$ cat config.mk
export PLATFORM = sky130hd
export DESIGN_NAME = mpeg2_video_frame_splitter
export DESIGN_NICKNAME = d
export VERILOG_FILES = /design/src/rtl/m2vfs_pkg.sv /design/src/rtl/mpeg2_video_frame_splitter.sv
export SDC_FILE = /design/constraint.sdc
export NUM_CORES = 1
export LEC_CHECK = 0
export ABC_CLOCK_PERIOD_IN_PS = 3900
export BUFFER_PORTS_ARGS = -buffer_cell sky130_fd_sc_hd__buf_2
export CORE_UTILIZATION = 60
export DETAILED_ROUTE_END_ITERATION = 8
export PLACE_DENSITY = 0.8
export SLEW_MARGIN = 20
export SYNTH_ARGS = -nofsm -noshare
export SYNTH_HDL_FRONTEND = slang
export SYNTH_SLANG_ARGS = --single-unit
$ cat constraint.sdc
create_clock -name clk -period 3.9 [get_ports clk]
set_input_delay 0.78 -clock clk [delete_from_list [all_inputs] [get_ports clk]]
set_output_delay 0.78 -clock clk [all_outputs]
set_load 0.1 [all_outputs]
$ cat src/rtl/m2vfs_pkg.sv
`default_nettype none
package m2vfs_pkg;

  // Item function codes on the input channel.
  typedef enum logic [1:0] {
    FUNC_DATA    = 2'd0,
    FUNC_FLUSH   = 2'd1,
    FUNC_RESTART = 2'd2,
    FUNC_UNUSED  = 2'd3
  } func_t;

  // Start codes that matter for frame splitting.
  localparam logic [31:0] CODE_SEQ = 32'h0000_01b3;
  localparam logic [31:0] CODE_GOP = 32'h0000_01b8;
  localparam logic [31:0] CODE_PIC = 32'h0000_0100;

  // Picture coding type sits in bits 5:3 of the second byte after the code.
  localparam logic [7:0] CODING_TYPE_MASK = 8'h38;
  localparam logic [7:0] CODING_TYPE_I    = 8'h08;

  // Window fill count saturates once four bytes are held.
  localparam logic [2:0] WINDOW_FULL = 3'd4;

  // Byte distance from a picture code to its coding type byte.
  localparam logic [1:0] CODING_TYPE_DIST = 2'd2;

endpackage
`default_nettype wire

$ cat src/rtl/mpeg2_video_frame_splitter.sv
// MPEG-2 video elementary stream frame splitter.
// Input channel (in_valid, in_stall, in_func, in_data_byte): one word per cycle
// while in_stall is low. in_func selects a stream byte, an end-of-stream flush
// that emits the open frame with is_final set, or a restart that drops sync.
// Output channel (out_valid, out_stall, out_frame_length, out_frame_number,
// out_is_final): one word per completed frame. A frame closes when a
// sequence, GOP or picture start code follows a picture code in the frame;
// its length excludes the four bytes of the closing code.
// Timing: a word is registered on acceptance and evaluated against the
// byte window and frame state as it advances; its result is registered.
// Throughput is one input word per cycle while out_stall does not hold a
// pending result, set by the single evaluation stage between the input
// register and the output register.
// When out_stall holds a pending result, the evaluation stage waits and
// in_stall rises once the input register is also full; no word is lost.
// Reset (rst_n low, synchronous) clears sync, the frame state and the
// frame counter and empties both registers.
`default_nettype none
module mpeg2_video_frame_splitter #(
  parameter int FRAME_LENGTH_BITS = 24
) (
  input  wire logic                         clk,
  input  wire logic                         rst_n,
  input  wire logic                         in_valid,
  output logic                              in_stall,
  input  wire logic [1:0]                   in_func,
  input  wire logic [7:0]                   in_data_byte,
  output logic                              out_valid,
  input  wire logic                         out_stall,
  output logic [FRAME_LENGTH_BITS-1:0]      out_frame_length,
  output logic [31:0]                       out_frame_number,
  output logic                              out_is_final
);

  localparam int L = FRAME_LENGTH_BITS;
  localparam logic [L-1:0] LEN_MAX        = {L{1'b1}};
  localparam logic [L-1:0] LEN_CODE       = L'(4);
  localparam logic [L-1:0] LEN_PIC_SYNC   = L'(6);
  localparam logic [L-1:0] LEN_CODE_TRIM  = L'(3);

  // Input register.
  logic               in_valid_r, in_valid_nxt;
  m2vfs_pkg::func_t   in_func_r;
  logic [7:0]         in_byte_r;

  // Stream state.
  logic [31:0]  window_r, window_nxt;
  logic [2:0]   fill_r, fill_nxt;
  logic         synced_r, synced_nxt;
  logic [1:0]   ct_wait_r, ct_wait_nxt;
  logic         pic_seen_r, pic_seen_nxt;
  logic         open_r, open_nxt;
  logic [L-1:0] count_r, count_nxt;
  logic [31:0]  frame_cnt_r, frame_cnt_nxt;

  // Output register.
  logic         out_valid_r, out_valid_nxt;
  logic [L-1:0] out_len_r;
  logic [31:0]  out_num_r;
  logic         out_final_r;

  // Stage control.
  logic         advance;
  logic         accept_in;
  logic         emit;
  logic         emit_final;
  logic [L-1:0] emit_len;

  // Evaluation scratch.
  logic [31:0]  win_shift;
  logic         is_code;
  logic [L-1:0] base_count;
  logic         base_pic;
  logic [L-1:0] count_inc;

  assign advance   = in_valid_r && (!out_valid_r || !out_stall);
  assign in_stall  = in_valid_r && !advance;
  assign accept_in = in_valid && !in_stall;

  assign out_valid        = out_valid_r;
  assign out_frame_length = out_len_r;
  assign out_frame_number = out_num_r;
  assign out_is_final     = out_final_r;

  // Input register control.
  always_comb begin
    if (accept_in) begin
      in_valid_nxt = 1'b1;
    end else if (advance) begin
      in_valid_nxt = 1'b0;
    end else begin
      in_valid_nxt = in_valid_r;
    end
  end

  // Window shift and start code detection for the held byte.
  assign win_shift = {window_r[23:0], in_byte_r};
  assign is_code   = (fill_r >= 3'd3) &&
                     (win_shift == m2vfs_pkg::CODE_SEQ ||
                      win_shift == m2vfs_pkg::CODE_GOP ||
                      win_shift == m2vfs_pkg::CODE_PIC);

  // A synced byte after a flush opens a fresh frame.
  assign base_count = open_r ? count_r : '0;
  assign base_pic   = open_r ? pic_seen_r : 1'b0;
  assign count_inc  = (base_count == LEN_MAX) ? base_count : base_count + L'(1);

  // Frame tracking for one word.
  always_comb begin
    window_nxt    = window_r;
    fill_nxt      = fill_r;
    synced_nxt    = synced_r;
    ct_wait_nxt   = ct_wait_r;
    pic_seen_nxt  = pic_seen_r;
    open_nxt      = open_r;
    count_nxt     = count_r;
    frame_cnt_nxt = frame_cnt_r;
    emit          = 1'b0;
    emit_final    = 1'b0;
    emit_len      = count_r;
    if (advance) begin
      unique case (in_func_r)
        m2vfs_pkg::FUNC_RESTART: begin
          window_nxt    = '0;
          fill_nxt      = '0;
          synced_nxt    = 1'b0;
          ct_wait_nxt   = '0;
          pic_seen_nxt  = 1'b0;
          open_nxt      = 1'b0;
          count_nxt     = '0;
          frame_cnt_nxt = '0;
        end
        m2vfs_pkg::FUNC_FLUSH: begin
          if (synced_r && open_r) begin
            emit          = 1'b1;
            emit_final    = 1'b1;
            emit_len      = count_r;
            frame_cnt_nxt = frame_cnt_r + 32'd1;
          end
          open_nxt     = 1'b0;
          count_nxt    = '0;
          pic_seen_nxt = 1'b0;
          ct_wait_nxt  = '0;
          window_nxt   = '0;
          fill_nxt     = '0;
        end
        m2vfs_pkg::FUNC_DATA: begin
          window_nxt = win_shift;
          if (fill_r < m2vfs_pkg::WINDOW_FULL) begin
            fill_nxt = fill_r + 3'd1;
          end
          if (!synced_r) begin
            // Searching for a sync point.
            if (ct_wait_r != 2'd0) begin
              ct_wait_nxt = ct_wait_r - 2'd1;
              if (ct_wait_r == 2'd1 &&
                  (in_byte_r & m2vfs_pkg::CODING_TYPE_MASK) == m2vfs_pkg::CODING_TYPE_I) begin
                synced_nxt   = 1'b1;
                open_nxt     = 1'b1;
                pic_seen_nxt = 1'b1;
                count_nxt    = LEN_PIC_SYNC;
              end
            end else if (is_code) begin
              if (win_shift == m2vfs_pkg::CODE_PIC) begin
                ct_wait_nxt = m2vfs_pkg::CODING_TYPE_DIST;
              end else begin
                synced_nxt   = 1'b1;
                open_nxt     = 1'b1;
                pic_seen_nxt = 1'b0;
                count_nxt    = LEN_CODE;
              end
            end
          end else begin
            // Collecting a frame.
            open_nxt     = 1'b1;
            count_nxt    = count_inc;
            pic_seen_nxt = base_pic;
            if (is_code) begin
              if (base_pic) begin
                emit          = 1'b1;
                frame_cnt_nxt = frame_cnt_r + 32'd1;
                if (base_count == LEN_MAX) begin
                  emit_len = LEN_MAX;
                end else if (base_count >= LEN_CODE_TRIM) begin
                  emit_len = base_count - LEN_CODE_TRIM;
                end else begin
                  emit_len = '0;
                end
                count_nxt    = LEN_CODE;
                pic_seen_nxt = (win_shift == m2vfs_pkg::CODE_PIC);
              end else if (win_shift == m2vfs_pkg::CODE_PIC) begin
                pic_seen_nxt = 1'b1;
              end
            end
          end
        end
        m2vfs_pkg::FUNC_UNUSED: begin
        end
        default: begin
        end
      endcase
    end
  end

  // Output register control.
  always_comb begin
    if (advance) begin
      out_valid_nxt = emit;
    end else begin
      out_valid_nxt = out_valid_r && out_stall;
    end
  end

  // Control state.
  always_ff @(posedge clk) begin
    if (!rst_n) begin
      in_valid_r  <= 1'b0;
      out_valid_r <= 1'b0;
      window_r    <= '0;
      fill_r      <= '0;
      synced_r    <= 1'b0;
      ct_wait_r   <= '0;
      pic_seen_r  <= 1'b0;
      open_r      <= 1'b0;
      count_r     <= '0;
      frame_cnt_r <= '0;
    end else begin
      in_valid_r  <= in_valid_nxt;
      out_valid_r <= out_valid_nxt;
      window_r    <= window_nxt;
      fill_r      <= fill_nxt;
      synced_r    <= synced_nxt;
      ct_wait_r   <= ct_wait_nxt;
      pic_seen_r  <= pic_seen_nxt;
      open_r      <= open_nxt;
      count_r     <= count_nxt;
      frame_cnt_r <= frame_cnt_nxt;
    end
  end

  // Payload registers.
  always_ff @(posedge clk) begin
    if (accept_in) begin
      in_func_r <= m2vfs_pkg::func_t'(in_func);
      in_byte_r <= in_data_byte;
    end
    if (advance && emit) begin
      out_len_r   <= emit_len;
      out_num_r   <= frame_cnt_r;
      out_final_r <= emit_final;
    end
  end

  // Input backpressure only comes from a stalled pending result.
  a_stall_cause: assert property (@(posedge clk) disable iff (!rst_n)
    in_stall |-> (out_valid && out_stall))
    else $error("input stalled without a stalled result");

  // No frame is open while unsynced.
  a_open_synced: assert property (@(posedge clk) disable iff (!rst_n)
    !synced_r |-> !open_r)
    else $error("frame open while unsynced");

  // A picture can only be noted inside an open frame.
  a_pic_open: assert property (@(posedge clk) disable iff (!rst_n)
    pic_seen_r |-> open_r)
    else $error("picture seen with no open frame");

  // Window fill never exceeds four bytes.
  a_fill_range: assert property (@(posedge clk) disable iff (!rst_n)
    fill_r <= m2vfs_pkg::WINDOW_FULL)
    else $error("window fill out of range");

endmodule
`default_nettype wire
# After elaboration in Yosys (flattened, before gate mapping)
# Cells that the tools add are included.
word_totals:
  regBits: 157
  latch_bits: 0
  ram_bits: 0
  rom_bits: 0
  inputBits: 14
  output_inout_bits: 59
  wordCells: 131
  n_memories: 0
classes:
  addsub: 5
  mul: 0
  n_div: 0
  order_cmp: 3
  n_eq_ne: 19
  shifts: 0
  mux: 60
  bitwise_logic: 0
  reduce_logical: 29
ops:
  columns: ["op", "n"]
  rows:
  - ["24-bit 2-to-1 mux", 16]
  - ["32-bit 2-to-1 mux", 4]
  - ["32-bit by 9-bit equality test with 1-bit output, second input constant", 3]
  - ["24-bit case mux with 2 select lines", 2]
  - ["32-bit case mux with 3 select lines", 1]
  - ["32-bit by 1-bit adder with 32-bit output, second input constant", 1]
  - ["1-bit 2-to-1 mux", 26]
  - ["24-bit by 1-bit adder with 24-bit output, second input constant", 1]
  - ["24-bit equality test, second input constant", 1]
  - ["24-bit by 2-bit greater-or-equal comparator with 1-bit output, second input constant", 1]
  - ["24-bit by 2-bit subtractor with 24-bit output, second input constant", 1]
  - ["2-bit != test, second input constant", 6]
  - ["4-bit != test, second input constant", 3]
  - ["5-bit AND reduction", 2]
  - ["1-bit logical AND", 8]
  - ["2-bit 2-to-1 mux", 4]
  - ["1-bit case mux with 2 select lines", 4]
  - ["2-bit nonzero test", 4]
  - ["3-bit != test, second input constant", 2]
  - ["3-bit case mux with 2 select lines", 1]
  - ["2-bit AND reduction", 3]
  - ["6-bit AND reduction", 1]
  - ["2-bit by 1-bit equality test with 1-bit output, second input constant", 2]
  - ["1-bit logical NOT", 4]
  - ["other kinds (13)", 15]

# Logic depth before layout (Yosys ltp)
# Gate-level depths: netlist of run 1.
logic_depth:
  ltp_word: 9
  depth_mapped: 12
  mapped_depth_nobuf: 9

# Worst setup path after synthesis of run 1
# OpenSTA, ideal clock, no wires.
synth_path:
  path_kind: "register to register"
  from: "reg out_valid_r (netlist: out_valid)"
  to: "reg out_len_r[0] (netlist: out_frame_length[0]), enable pin"
  setup_ps: 642
  arrival_time_ps: 3037
  required_time_ps: 3258
  setup_slack_ps: 221
  stages_incl_launch_ff: 7
  n_path_buf: 2
  synth_period_minus_slack_ps: 3679
  path_cell_list: "dfxtp_1 -> a21bo_2 -> clkbuf_1 -> nor2_1 -> o2111ai_1 -> clkbuf_1 -> nand2_1"
synth_between:
  elab_chain_len: 5
synth_lines:
  columns: ["element", "line_no", "text"]
  rows:
  - ["start: declaration", "mpeg2_video_frame_splitter.sv:57", "logic out_valid_r, out_valid_nxt;"]
  - ["start signal: assignment", "mpeg2_video_frame_splitter.sv:229", "out_valid_r <= out_valid_nxt;"]
  - ["1-bit logical NOT (*)", "mpeg2_video_frame_splitter.sv:76", "assign advance = in_valid_r && (!out_valid_r || !out_stall);"]
  - ["1-bit logical OR (*)", "mpeg2_video_frame_splitter.sv:76", null]
  - ["1-bit logical AND (*)", "mpeg2_video_frame_splitter.sv:76", null]
  - ["1-bit 2-to-1 mux", "mpeg2_video_frame_splitter.sv:121", "if (advance) begin"]
  - ["1-bit logical AND (*)", "mpeg2_video_frame_splitter.sv:247", "if (advance && emit) begin"]
  - ["end signal: assignment", "mpeg2_video_frame_splitter.sv:248", "out_len_r <= emit_len;"]
  - ["end: declaration", "mpeg2_video_frame_splitter.sv:58", "logic [L-1:0] out_len_r;"]
# Mark *: on every way between the ends. The rest lies on a longest branch, timed or not.
# A chain may end at the register's enable or synchronous reset.

# Worst setup path in the final report of run 1
layout_path:
  from: "reg in_byte_r[3]"
  to: "reg frame_cnt_r[12]"
layout_between:
  elab_chain_len: 6
  word_cells_on_any_way: 8
  classes_between: "eq/ne (4); reduce/logical (4)"
layout_lines:
  columns: ["element", "line_no", "text"]
  rows:
  - ["start: declaration", "mpeg2_video_frame_splitter.sv:44", "logic [7:0] in_byte_r;"]
  - ["start signal: assignment", "mpeg2_video_frame_splitter.sv:245", "in_byte_r <= in_data_byte;"]
  - ["32-bit by 9-bit equality test with 1-bit output, on equally long branches", "mpeg2_video_frame_splitter.sv:99, mpeg2_video_frame_splitter.sv:100", null]
  - ["1-bit logical OR", "mpeg2_video_frame_splitter.sv:99", "(win_shift == m2vfs_pkg::CODE_SEQ ||"]
  - ["1-bit logical OR (*)", "mpeg2_video_frame_splitter.sv:100", "win_shift == m2vfs_pkg::CODE_GOP ||"]
  - ["1-bit logical AND (*)", "mpeg2_video_frame_splitter.sv:98", "assign is_code = (fill_r >= 3'd3) &&"]
  - ["2-bit != test (no source line) (*)", null, null]
  - ["6-bit AND reduction (no source line) (*)", null, null]
  - ["end signal: assignment", "mpeg2_video_frame_splitter.sv:237", "frame_cnt_r <= frame_cnt_nxt;"]
  - ["end: declaration", "mpeg2_video_frame_splitter.sv:54", "logic [31:0] frame_cnt_r, frame_cnt_nxt;"]
# Marked as above.

==> results of run 1 <==
state kept, by name (all words and copies together) (netlist names):
name / count
open_r: 1
in_byte_r: 8
out_valid: 1
in_valid_r: 1
ct_wait_r: 2
out_frame_length: 24
frame_cnt_r: 32
count_r: 24
window_r: 24
pic_seen_r: 1
out_frame_number: 32
in_func_r: 2
synced_r: 1
fill_r: 3
out_is_final: 1
stage by stage:
stage               power [mW]  util [%]  setup WS (ns)
floorplan                 1.84         -          0.221
global placement          1.88      66.4          0.771
detailed placement        1.88      66.4          0.717
CTS                       3.45      70.8          0.641
global route              3.53      70.9          0.530
finish                    3.45      70.9          0.572
critical path, cell delays in order (launching register included):
cell and delay, ns:
edfxtp_1 0.46, or4_4 0.61, a211oi_4 0.33, o211a_2 0.44
o2111ai_1 0.56, or3_1 0.58, a21oi_1 0.25
power by group:
group,internal (mW),switching [mW]
clock network,0.873,0.724
logic,0.0352,0.0851
registers,1.72,0.0149
total,2.62,0.824
cell families (layout without fill, tap and decap cells):
kind of cell               Yosys count  count (layout)  synth area share [%]
DFF                                157             157                  47.7
adders and majority gates           11              11                  1.72
muxes                                4               4                 0.516
and+or+nand+nor                    378             378                  24.9
buffers and inverters               81             146                  3.87
xor gates and xnor gates             9               9                 0.986
AOI/OAI and AO/OA                  257             257                  20.4
final timing paths:
| path | slack, ns | to | start | cells past startpoint |
|---|---|---|---|---|
| hold reg to reg | 0.48 | out_frame_number[30] | frame_cnt_r[30] | 0 |
| setup / recovery | 0.57 | frame_cnt_r[12] | in_byte_r[3] | 6 |
| setup reg to reg | 0.57 | frame_cnt_r[12] | in_byte_r[3] | 6 |
| hold / removal | 0.48 | out_frame_number[30] | frame_cnt_r[30] | 0 |
layer usage:
layer	global-route usage, %	wire (um)	part of all wire (%)
met1	42.5	9240	43
met2	48.6	9690	45
met3	6.86	2010	9.4
met4	12.8	538	2.5
met5	0	0	0
final cells by class:
type	count	area (um2)	area share [%]
clock buffer	18	450	4.95
clock inverter	14	121	1.33
inverter	21	78.8	0.867
multi-input combinational	659	3890	42.8
sequential	157	3810	41.9
tap	172	215	2.37
timing repair buffer	93	518	5.70
synth_stat cells, types with 4 or more instances:
library cell | count | area [um2]
nand3_1 | 39 | 195
dfxtp_1 | 90 | 1800
buf_2 | 4 | 20.0
nor2_1 | 77 | 289
o22ai_1 | 5 | 31.3
inv_1 | 21 | 78.8
nor4_1 | 18 | 113
nor3b_1 | 6 | 45.0
o21ai_0 | 61 | 305
ha_1 | 11 | 138
a21oi_1 | 104 | 521
and4_1 | 6 | 52.6
nor4b_1 | 4 | 35.0
and2_1 | 9 | 56.3
edfxtp_1 | 67 | 2010
o41ai_1 | 5 | 43.8
clkbuf_1 | 54 | 203
or2_2 | 6 | 37.5
nand4_1 | 24 | 150
a31oi_1 | 14 | 87.6
xnor2_1 | 7 | 61.3
nor3_1 | 21 | 105
a21o_1 | 5 | 37.5
a211oi_1 | 5 | 37.5
and3_1 | 32 | 200
or4_1 | 10 | 75.1
o31ai_1 | 5 | 37.5
o211ai_1 | 6 | 45.0
nand2_1 | 77 | 289
o21a_1 | 5 | 37.5
or3_1 | 27 | 169
nand2b_1 | 5 | 31.3
==> metrics.md, run 1 <==
| Metric | Value |
|---|---|
| Most frequent cells in the layout | 104 x a21oi_1, 90 x dfxtp_1, 77 x nor2_1 |
| Critical Path Fanout Max | 15 |
| Ys async rst share | 0% |
| CTS HTree Levels | 4 |
| Post-synth EDFFs | 67 |
| Clock slew at reported path FFs | 0.07 ns |
| DR iter-0 viols | 992 |
| VDD IR-drop max | 0.000265 V |
| I/O Pins | 73 |
| Mapped cell area | 8000 um2 |
| Die ar. | about 14000 um2 |
| Final Max Slew Viols | 0 |
| YS warnings | 0 |
| Nets | 974 |
| Via count | 7459 |
| CTS-repair resized insts | 0 |
| Rows | 41 |
| Clock latency on the worst-skew pair | 0.43 ns |
| Synth unique cells | 75 |
| Avg Cell Area, Syn | between 8 and 9 um2 |
| Die height | 117 um |
| Layout Cells excl Fill | 1134 |
| Pin count of the biggest net entering global routing | 58 |
| # hold bufs at CTS | 0 |
| P per Cell Area | 379 nW/um2 |
| HP Class | reg -> reg |
| Routability congestion estimate | 0.921 |
| Pre-antenna DRT Iters | 5 |
| Max Freq | 300 MHz |
| # diodes | 0 |
| Grt ovf | 0 |
| Sink Count | 157 |
| Static Leakage | 3.32 nW |
| Worst hold slack | 0.479 ns |
| Area growth syn-to-layout | 13.7% |
| Routed WL per cell | between 15 and 20 um |
| CTS root buf | clkbuf_16 |
| IO buf count | 72 |
| Final wirelength | around 21 mm |
| Clock buffer depth | 2 |
| Final TNS setup | 0 ns |
| Commonest non-fill, non-tap cell in the layout | a21oi_1 |
| Setup crit end kind | flip-flop |
| Initial Util | ~62% |
| Critical Path AT | around 3.7 ns |
| DR vias/cell | 6.58 |
| Share of cells above drive strength 1 | 15.9% |
| Placed cell count | 1101 |
| First-pass GRT wire length | about 35 mm |
| Vias in the first global route | around 6900 |
| Final Hold Fails | 0 |
| Main flop type after synthesis | dfxtp_1 |
| Crit share post-route | 85.3% |
| RSZ-0062 raised after global routing | false |
| Fin crit period | between 3 and 4 ns |
| GRT Overall Usage | 31.3% |
| Initial antenna violation count | 0 |
| Clock Skew | 0.00893 ns |
| Status | complete, no violations |
| Register bit total from synthesis | 157 |
| CTS tree | built |
| Cts bufs inserted | 17 |
| # DRC | 0 |
| Actual slew at the worst max-slew pin | between 1 and 1.5 ns |
| Final setup viols | 0 |
| DP HPWL | 14.8 mm |
| Crit Path Class | reg -> reg |
| Die width | 117 um |
| CP startpoint kind | flip-flop |
| Fillers | 971 |
| Placed inst area | ~8500 um2 |
| Core area | 12800 um2 |
| Slew HR | 26.1% |
| Critical Path RT | 4.24 ns |
| Part of the Yosys area used for sequential elements | between 40 and 50% |
| Syn Inst Count | 897 |
| MaxCap Viol Count | 0 |
| Final ANT Viol Nets | 0 |
| Syn Nets | around 900 |
| Setup bufs post-CTS | 0 |
| Fin area | 9090 um2 |
(Power assumes the default switching activity.)
==> run 2, diff against run 1 <==
- BUFFER_PORTS_ARGS: -buffer_cell sky130_fd_sc_hd__buf_2 -> -buffer_cell sky130_fd_sc_hd__buf_4
==> run 2 against run 1 <==
Net effect:
- sequential share of layout area shrank 0.95 points
- flip-flop and latch count is the same
- core utilization grew 1.6 points
- critical path depth grew 1
- final cell count is the same
- power grew 2.0%
- critical path type unchanged
- wire length shrank 0.54%
- global-route usage grew 0.18 points
==> metrics.md, run 2 (same netlist as run 1, synthesis figures left out) <==
| Metric | Value |
|---|---|
| Status | complete, no violations |
| Die height | 117 um |
| Pre-antenna DRT Iters | 6 |
| Setup crit end kind | flip-flop |
| Max Freq | between 300 and 400 MHz |
| Vias in the first global route | 6707 |
| Final wirelength | 21.4 mm |
| Final ANT Viol Nets | 0 |
| CP startpoint kind | flip-flop |
| Core area | 12800 um2 |
| Cts bufs inserted | 17 |
| Critical path cell sequence | buf_4 -> nor4_1 -> a41oi_1 -> a211o_1 -> nand4_1 -> a21oi_1 -> a41o_1 |
| DP HPWL | between 10 and 15 mm |
| Layout Utilization | just over 70% |
| Static Leakage | 3.36 nW |
| Share of cells above drive strength 1 | 15.8% |
| Met3 wire len | about 2.1 mm |
| MaxCap Viol Count | 0 |
| Place WS | 0.781 ns |
| IO buf count | roughly 70 |
| Crit Path Class | reg -> reg |
| Initial antenna violation count | 0 |
| VDD IR-drop max | 0.000261 V |
| Setup WS post-layout | 0.684 ns |
| Fin crit period | 3.22 ns |
| Setup bufs post-CTS | 0 |
| RSZ-0062 raised after global routing | false |
| Pin count of the biggest net entering global routing | 52 |
| Clock buffer depth | 2 |
| Area growth syn-to-layout | 16.4% |
| Critical Path AT | between 3 and 4 ns |
| Final Max Slew Viols | 0 |
| CTS tree | built |
| # DRC | 0 |
| CTS-repair resized insts | 0 |
| Fin area | ~9300 um2 |
| DR vias/cell | 6.56 |
| I/O Pins | 73 |
| Slew HR | 31.5% |
| Critical Path RT | 4.06 ns |
| CTS root buf | clkbuf_16 |
| First-pass GRT wire length | 34.7 mm |
| Clock latency on the worst-skew pair | 0.43 ns |
| Final setup viols | 0 |
| Die width | 117 um |
| Fillers | approximately 990 |
| # diodes | 0 |
| Multi-input logic area | 3890 um2 |
| Max incr delay on CP | ~0.87 ns |
| Final TNS setup | 0 ns |
| Crit share post-route | 82.5% |
| Placed inst area | about 8700 um2 |
| Routed wl met2 | 9.67 mm |
| FF+latch area | 3810 um2 |
| Most frequent cells in the layout | 104 x a21oi_1, 92 x buf_4, 90 x dfxtp_1 |
| Initial Util | just over 60% |
| Clock Skew | 0.00944 ns |
| DR iter-0 viols | 903 |
| Via count | between 7000 and 8000 |
| CP max stage cell | nor4_1 |
| Nets | about 970 |
| Wl on met1 | slightly above 9 mm |
| Rows | between 40 and 50 |
| Uppermost layer routed | met4 |
| Actual slew at the worst max-slew pin | 1.02 ns |
| Routability congestion estimate | between 0.9 and 1 |
| GRT Overall Usage | 31.5% |
| Grt ovf | 0 |
| Critical Path Fanout Max | 21 |
| Clock slew at reported path FFs | 0.07 ns |
| Final Hold Fails | 0 |
| # hold bufs at CTS | 0 |
| Sink Count | between 150 and 200 |
| Routed WL per cell | 18.8 um |
| Die ar. | approximately 14000 um2 |
| Commonest non-fill, non-tap cell in the layout | a21oi_1 |
| P per Cell Area | approximately 380 nW/um2 |
| CTS HTree Levels | 4 |
| HP Class | reg -> reg |
==> run 2: cell types whose count changed in the layout (fill, tap and decap cells not counted) <==
cell        previous run  this run
clkbuf_1               0         1
inv_8                  1         2
clkinv_2               3         0
buf_12                 0         1
bufinv_16              0         1
buf_2                 72         0
clkinvlp_4             0         2
clkinv_8               1         0
inv_6                  6         4
clkinv_4               3         0
buf_4                 21        92
clkbuf_8               0         1
inv_4                  0         3
==> run 2: through the flow <==
stage	std cells	power (mW)	hold WS, ns
2_1_floorplan	897	1.84	0.417
3_3_place_gp	1102	1.89	0.435
3_5_place_dp	1102	1.89	0.451
4_1_cts	1134	3.52	0.455
5_1_grt	1134	3.61	0.472
6_report	1134	3.52	0.454
==> run 2: area by class of cell <==
type	instances	share of cell area (%)
multi-input cells	659	41.9
flip-flops and latches	157	41.0
repair buffers	93	7.64
clock buffers	20	5.03
well taps	172	2.31
clock inverters	12	1.30
inverters	21	0.847
==> run 2: power by group <==
| group | internal [mW] | switching (mW) |
|---|---|---|
| Clock | 0.951 | 0.708 |
| Combinational | 0.0394 | 0.0865 |
| Sequential | 1.72 | 0.0162 |
==> run 2: critical path: cells and delay by family, from the launching register on <==
family          cells  cell delay (ns)
flops               1             0.30
buf+inv             1             0.17
simple gates        2             1.06
compound gates      4             1.42
==> run 2: routing by layer <==
| metal | vias up | GRT usage [%] |
|---|---|---|
| li1 | 3463 | - |
| met1 | 3509 | 44.0 |
| met2 | 431 | 48.6 |
| met3 | 36 | 6.57 |
| met4 | 0 | 10.9 |
| met5 | - | 0 |
==> run 2: worst paths after layout <==
kind                   start              endpoint  slack, ns  depth (start not counted)
max               count_r[7]  out_frame_length[22]       0.68                          7
min          frame_cnt_r[31]  out_frame_number[31]       0.45                          0
max reg2reg       count_r[7]  out_frame_length[22]       0.68                          7
min reg2reg  frame_cnt_r[31]  out_frame_number[31]       0.45                          0
